[src/rtl/core/spi_pkg.sv]
// ----------------------------------------------------------------------------
// spi_pkg
// Shared widths, codes and controller/datapath interface types of the
// snapshot pose interpolator.
// ----------------------------------------------------------------------------
package spi_pkg;

  localparam int TIME_BITS  = 48;
  localparam int POS_BITS   = 32;
  localparam int ANGLE_BITS = 16;
  localparam int ANIM_BITS  = 3;
  localparam int CFG_BITS   = 32;
  localparam int HALF_BITS  = 32;
  localparam int FRAC_BITS  = 2 * HALF_BITS;

  // numerator of the fraction: time difference plus one carry bit
  localparam int NUM_BITS    = TIME_BITS + 1;
  localparam int DIV_STEPS   = (NUM_BITS + HALF_BITS + 1) / 2;
  localparam int DVD_BITS    = 2 * DIV_STEPS;
  localparam int MAG_BITS    = POS_BITS + 1;
  localparam int PROD_BITS   = MAG_BITS + HALF_BITS;
  localparam int NUM_LANES   = 4;
  localparam int BLEND_STEPS = 2 * NUM_LANES + 1;
  localparam int CNT_BITS    = $clog2(DIV_STEPS);

  localparam logic [CFG_BITS-1:0] LAG_RESET   = CFG_BITS'(6554);
  localparam logic [CFG_BITS-1:0] EXTRA_RESET = CFG_BITS'(16384);

  typedef enum logic [0:0] {
    CFG_LAG   = 1'b0,
    CFG_EXTRA = 1'b1
  } cfg_idx_e;

  typedef enum logic [1:0] {
    SRC_ITEM  = 2'd0,
    SRC_NEWER = 2'd1,
    SRC_BLEND = 2'd2
  } out_src_e;

  typedef enum logic [1:0] {
    LANE_X   = 2'd0,
    LANE_Y   = 2'd1,
    LANE_Z   = 2'd2,
    LANE_YAW = 2'd3
  } lane_e;

  typedef struct packed {
    logic     capture;
    logic     decode;
    logic     push;
    logic     div_load;
    logic     div_step;
    logic     mul_issue;
    lane_e    lane;
    logic     half;
    logic     load_out;
    out_src_e src;
  } spi_cmd_t;

  typedef struct packed {
    logic is_sample;
    logic empty;
    logic single;
  } spi_sts_t;

endpackage

[src/rtl/core/spi_ctrl.sv]
// ----------------------------------------------------------------------------
// spi_ctrl
// Sequencer: steps one item through decode, fraction division, the shared
// multiplier passes and the output handoff.
// ----------------------------------------------------------------------------
module spi_ctrl (
  input  logic              clk_i,
  input  logic              rst_ni,
  input  logic              in_valid_i,
  output logic              in_stall_o,
  output logic              out_valid_o,
  input  logic              out_stall_i,
  input  spi_pkg::spi_sts_t sts_i,
  output spi_pkg::spi_cmd_t cmd_o
);
  import spi_pkg::*;

  typedef enum logic [5:0] {
    ST_IDLE   = 6'b000001,
    ST_DECODE = 6'b000010,
    ST_PREP   = 6'b000100,
    ST_DIVIDE = 6'b001000,
    ST_BLEND  = 6'b010000,
    ST_EMIT   = 6'b100000
  } state_e;

  state_e                state_q, state_d;
  logic [CNT_BITS-1:0]   cnt_q, cnt_d;
  out_src_e              src_q, src_d;
  logic                  out_valid_q, out_valid_d;
  logic                  accept;
  logic                  out_free;

  assign accept     = in_valid_i && (state_q == ST_IDLE);
  assign in_stall_o = (state_q != ST_IDLE);
  assign out_free   = !out_valid_q || !out_stall_i;
  assign out_valid_o = out_valid_q;

  always_comb begin
    state_d     = state_q;
    cnt_d       = cnt_q;
    src_d       = src_q;
    out_valid_d = out_valid_q && out_stall_i;
    cmd_o       = '0;
    cmd_o.src   = src_q;
    cmd_o.lane  = lane_e'(cnt_q[2:1]);
    cmd_o.half  = cnt_q[0];
    unique case (state_q)
      ST_IDLE: begin
        if (accept) begin
          cmd_o.capture = 1'b1;
          state_d       = ST_DECODE;
        end
      end
      ST_DECODE: begin
        cmd_o.decode = 1'b1;
        if (!sts_i.is_sample) begin
          cmd_o.push = 1'b1;
          if (sts_i.empty) begin
            src_d   = SRC_ITEM;
            state_d = ST_EMIT;
          end else begin
            state_d = ST_IDLE;
          end
        end else if (sts_i.empty) begin
          state_d = ST_IDLE;
        end else if (sts_i.single) begin
          src_d   = SRC_NEWER;
          state_d = ST_EMIT;
        end else begin
          state_d = ST_PREP;
        end
      end
      ST_PREP: begin
        cmd_o.div_load = 1'b1;
        cnt_d          = '0;
        state_d        = ST_DIVIDE;
      end
      ST_DIVIDE: begin
        cmd_o.div_step = 1'b1;
        if (cnt_q == CNT_BITS'(DIV_STEPS - 1)) begin
          cnt_d   = '0;
          state_d = ST_BLEND;
        end else begin
          cnt_d = cnt_q + 1'b1;
        end
      end
      ST_BLEND: begin
        // last count only drains the accumulate stage
        cmd_o.mul_issue = (cnt_q < CNT_BITS'(BLEND_STEPS - 1));
        if (cnt_q == CNT_BITS'(BLEND_STEPS - 1)) begin
          cnt_d   = '0;
          src_d   = SRC_BLEND;
          state_d = ST_EMIT;
        end else begin
          cnt_d = cnt_q + 1'b1;
        end
      end
      ST_EMIT: begin
        if (out_free) begin
          cmd_o.load_out = 1'b1;
          out_valid_d    = 1'b1;
          state_d        = ST_IDLE;
        end
      end
      default: state_d = ST_IDLE;
    endcase
  end

  always_ff @(posedge clk_i or negedge rst_ni) begin
    if (!rst_ni) begin
      state_q     <= ST_IDLE;
      cnt_q       <= '0;
      src_q       <= SRC_ITEM;
      out_valid_q <= 1'b0;
    end else begin
      state_q     <= state_d;
      cnt_q       <= cnt_d;
      src_q       <= src_d;
      out_valid_q <= out_valid_d;
    end
  end

  a_load_free: assert property (@(posedge clk_i) disable iff (!rst_ni)
    cmd_o.load_out |-> !(out_valid_q && out_stall_i))
    else $error("result loaded over a stalled beat");

  a_accept_decode: assert property (@(posedge clk_i) disable iff (!rst_ni)
    (in_valid_i && !in_stall_o) |=> (state_q == ST_DECODE))
    else $error("accepted beat not decoded");

  a_div_start: assert property (@(posedge clk_i) disable iff (!rst_ni)
    $rose(state_q == ST_DIVIDE) |-> (cnt_q == '0))
    else $error("divider started with stale count");

endmodule

[config.mk]
export PLATFORM = sky130hd
export DESIGN_NAME = spi_ctrl
export DESIGN_NICKNAME = d
export VERILOG_FILES = /design/src/rtl/core/spi_pkg.sv /design/src/rtl/core/spi_ctrl.sv
export SDC_FILE = /design/constraint.sdc
export NUM_CORES = 1
export LEC_CHECK = 0
export BUFFER_PORTS_ARGS = -buffer_cell sky130_fd_sc_hd__buf_2
export CAP_MARGIN = 20
export CORE_UTILIZATION = 40
export DETAILED_ROUTE_END_ITERATION = 7
export SETUP_SLACK_MARGIN = 0.4
export SYNTH_ARGS = -nofsm -noshare
export SYNTH_HDL_FRONTEND = slang
export SYNTH_SLANG_ARGS = --single-unit
[constraint.sdc]
create_clock -name clk_i -period 2.6 [get_ports clk_i]
set_clock_uncertainty 0.1 [all_clocks]
set_input_delay 0.13 -clock clk_i [delete_from_list [all_inputs] [get_ports clk_i]]
set_output_delay 0.13 -clock clk_i [all_outputs]
set_load 0.02 [all_outputs]
Word-level counts from Yosys, hierarchy flattened
Index checks and enable logic that the tools add are counted.
- eq/ne operators: 16
- add/sub/neg operators: 1
- magnitude comparators: 1
- reduce and logical (&&, ||, !) cells: 9
- muxes and demuxes: 29
- operators with widths (operator ; number):
    2-to-1 mux 6 bit ; 10
    case mux 6 bit (6 select lines) ; 1
    case mux 6 bit (3 select lines) ; 1
    == test 6 x 4 -> 1 bit, second input constant ; 2
    == test 6 bit, second input constant ; 2
    2-to-1 mux 2 bit ; 6
    2-to-1 mux 1 bit ; 10
    inequality test 3 bit, second input constant ; 3
    inequality test 2 bit, second input constant ; 4
    adder 6 x 1 -> 6 bit, second input constant ; 1
    == test 6 x 1 -> 1 bit, second input constant ; 1
    == test 6 x 2 -> 1 bit, second input constant ; 1
    == test 6 x 3 -> 1 bit, second input constant ; 1
    == test 6 x 5 -> 1 bit, second input constant ; 1
    less-than comparator 6 x 4 -> 1 bit, second input constant ; 1
    inequality test 6 x 1 -> 1 bit, second input constant ; 1
    AND reduction 5 bit ; 1
    case mux 2 bit (2 select lines) ; 1
    AND reduction 4 bit ; 1
    nonzero test 3 bit ; 1
    logical AND 1 bit ; 2
    zero test 1 bit ; 2
    nonzero test 2 bit ; 1
    logical OR 1 bit ; 1
- input port bits: 7
- flip-flop bits (word level): 15
- output and inout bits: 14
- logic and storage cells: 60

Depth between registers and ports, before layout
- depth in word-level cells: 4
- gate-level depth with buffers: 6
- gate-level depth less buffers: 6

Least setup slack after synthesis
OpenSTA, ideal clock, no wires.
- path kind: register -> register
- start point: register state_q[5]
- end point: register cnt_q[2]
- period minus slack after synthesis: 1.942 ns
- stages on the path, launching flop included: 5
- required time: 2.433 ns
- path slack: 0.658 ns
- arrival: 1.775 ns
- cells stage by stage: dfrtp_1 > or4_4 > or3b_4 > a2111oi_2 > a221o_1
- cells in the longest elaborated chain, start to end: 2
- elaborated cells on any way between the ends: 5
- RTL lines (what ; RTL line ; RTL):
    start, declared ; spi_ctrl.sv:27 ; state_e state_q, state_d;
    start signal, assigned ; spi_ctrl.sv:117 ; state_q <= state_d;
    == test 6 x 5 -> 1 bit, or another cell as far along ; spi_ctrl.sv:48 ; unique case (state_q)
    case mux 6 bit (3 select lines) or nonzero test 3 bit (tied branches) ; - ;
    end signal, assigned ; spi_ctrl.sv:118 ; cnt_q <= cnt_d;
    end, declared ; spi_ctrl.sv:28 ; logic [CNT_BITS-1:0] cnt_q, cnt_d;
Parallel ways exist; a longest one is shown, timed or not.
A chain may end at the register's enable or synchronous reset.

==> impl_metrics.yaml <==
yosys:
  syn_nets: 110
  ys_top_cells_by_area: "dfrtp_1 (36%), ha_1 (5.2%), inv_1 (3.5%), nor2_1 (3.5%), nand3b_1 (3.1%)"
  postSynthAreaPerCell_um2: 9.79
  synth_top_area_share: 0.361
  synthCells: 99
  synth_cell_type_count: 42
  yosysMostFrequentCell: "dfrtp_1"
  ys_seq_area_frac: 0.388
  synth_ff_type: "dfrtp_1"
  synth_largest_area_cell: "dfrtp_1"
  ys_ff_latch: 15
  synth_edf_count: 0
  synthArstFlopShare: 1.00
  yosysWarnings: 0
  netlist_top_cells_count: "dfrtp_1 (14), inv_1 (9), nor2_1 (9)"
  syn_area_um2: 970
die:
  pin_count: 21
  dieHeight_um: 51.2
  start_util: 0.430
  die_x_um: 51.2
  die_area_um2: 2630
  core_region_area_um2: 2250
  rows: 17
detailed_routing:
  wl_um: 2200
  wl_per_cell_um: 14.0
  drc: 0
  drt_iter0_drc: 17
  detail_route.first_pass.iterations: 4
  ant_nets: 0
  dr_total_vias: 861
  vias_per_cell: 5.48
grt:
  overflow: 0
  groute.layer.met1.usage: 0.237
  grt_first_pass_wirelength_um: 3760
  use_met3: 0.0625
  grt_usage: 0.196
  top_usage_layer: "met2"
  grt_use_met2: 0.340
  antenna_found_initial: 0
  first_global_vias: 833
  grt_max_degree: 16
hold_path:
  hp-class: "input port to flip-flop"
power_and_ir_drop:
  power.density_nw_per_um2: 608
  peakVddDrop_mv: 0.387
  leakagePower_nw: 0.592
critical_path:
  worstPathArrival_ns: 1.88
  crit_path_max_fanout: 3
  cp-start-kind: "flip-flop"
  r2r_slack_ns: 0.51
  timing.rr.end: "cnt_q[3]"
  rr_worst_depth: 5
  timing.rr.start: "state_q[5]"
  endpoint: "cmd_o[7]"
  cp-end-kind: "output pin"
  worstSetupPathType: "flip-flop to output pin"
  worstPathRequired_ns: 2.37
  startpoint: "state_q[5]"
clocking:
  cts.sinks: 15
  root_buffer: "clkbuf_4"
  clk_pin_slew_ns: 0.10
  cts_tree: "done"
  clock_latency_ns: 0.29
  cts_buffer_depth: 2
  cts.htree.levels: 1
  cts_buffers: 3
cells_and_area:
  fin_cells: 157
  syn_to_final_growth_pct: 24.3
  antennaDiodeCount: 0
  drive_above_1_share: 0.318
  nNetsFinal: 141
  fin_util: 0.534
timing:
  finalSetupViolations: 0
  max_clock_freq_mhz: 474
  tightestPinTransition_ns: 0.395
  drv_slew: 0
  hold_viol_final: 0
  rsz0062_at_grt: "false"
  relSlewSlack: 0.733
  setup_tns_ns: 0
  fin_crit_sh: 0.812
  period_needed_ns: 2.11
placement:
  dpl.hpwl_um: 1620
  place_congestion: 0.783
  io_buffers: 20
  place_inst: 145
flow_run:
  maxCapViolCount: 0
status:
  status: "complete, no violations"
## per-stage QoR
step                cell area (um^2)  setup slack, ns  power, mW  hold WS [ns]
floorplan                        970            0.658      0.503        -0.266
global placement                1090            0.614      0.579       -0.0317
detailed placement              1090            0.587      0.580       -0.0387
CTS                             1180            0.408      0.729        0.0795
global route                    1200            0.419      0.785        0.0970
finish                          1200            0.490      0.732        0.0854
## kinds of logic (layout without fill, tap and decap cells)
| group | after synthesis | in the layout | share of synthesized area |
|---|---|---|---|
| adders and majority gates | 4 | 4 | 0.0516 |
| buffers and inverters | 12 | 42 | 0.0581 |
| AOI/OAI and AO/OA | 26 | 26 | 0.217 |
| xor gates and xnor gates | 3 | 3 | 0.0271 |
| and+or+nand+nor | 37 | 37 | 0.236 |
| DFF | 15 | 15 | 0.388 |
| muxes | 2 | 2 | 0.0219 |
## worst min path at each step
| stage | startpoint | endpoint | slack (ns) | depth (start not counted) |
|---|---|---|---|---|
| floorplan | rst_ni | cnt_q[0] | -0.27 | 0 |
| global placement | rst_ni | state_q[1] | -0.03 | 1 |
| detailed placement | rst_ni | state_q[2] | -0.04 | 1 |
| CTS | sts_i[2] | src_q[0] | 0.08 | 3 |
| global route | sts_i[2] | src_q[0] | 0.1 | 3 |
| finish | sts_i[2] | src_q[0] | 0.09 | 3 |
## power by group
| group | switching, mW | leakage (nW) | internal [mW] |
|---|---|---|---|
| combinational | 0.156 | 0.371 | 0.120 |
| clock | 0.0830 | 0.0177 | 0.0573 |
| sequential | 0.0430 | 0.204 | 0.273 |
| total | 0.282 | 0.592 | 0.450 |
## critical path, stage by stage (launching register included)
cell	delay [ns]
dfrtp_1	0.39
or4_4	0.54
or3b_4	0.41
inv_2	0.09
buf_2	0.16
## sequential cells by signal, indices dropped and copies added (netlist names)
signal,cells
out_valid_o,1
state_q,6
cnt_q,6
src_q,2
## per-layer routing
layer / part of all wire / routed length (um)
met1: 0.48 / 1050
met2: 0.48 / 1050
met3: 0.045 / 100
met4: 0.0036 / 8
met5: 0 / 0
## timing repair
action | 4_1_cts | 5_1_grt
hold buffers | 5 | 0
setup buffers | 2 | 1
gates cloned | 0 | 0
resized for setup | 0 | 3
endpoints found under the setup margin | 1 | 4
endpoints found under the hold margin | 19 | 0
pin swaps | 0 | 1
## cell usage in the layout, fill, tap and decap left out, types with 3 or more instances in the layout
cell type / n
a21oi_1: 5
a22o_1: 3
buf_2: 20
buf_4: 4
clkbuf_4: 3
dfrtp_1: 14
dlygate4sd3_1: 5
ha_1: 4
inv_1: 8
nand2_1: 6
nand3b_1: 4
nor2_1: 9
o21ai_0: 3
## final cells by class
| type | instances | area, um^2 |
|---|---|---|
| multi-input cells | 72 | 552 |
| flip-flops and latches | 15 | 377 |
| well taps | 28 | 35.0 |
| inverters | 9 | 33.8 |
| clock inverters | 1 | 5.00 |
| fillers | 226 | 1050 |
| repair buffers | 29 | 180 |
| clock buffers | 3 | 22.5 |
Power figures use the tool's default switching activity.
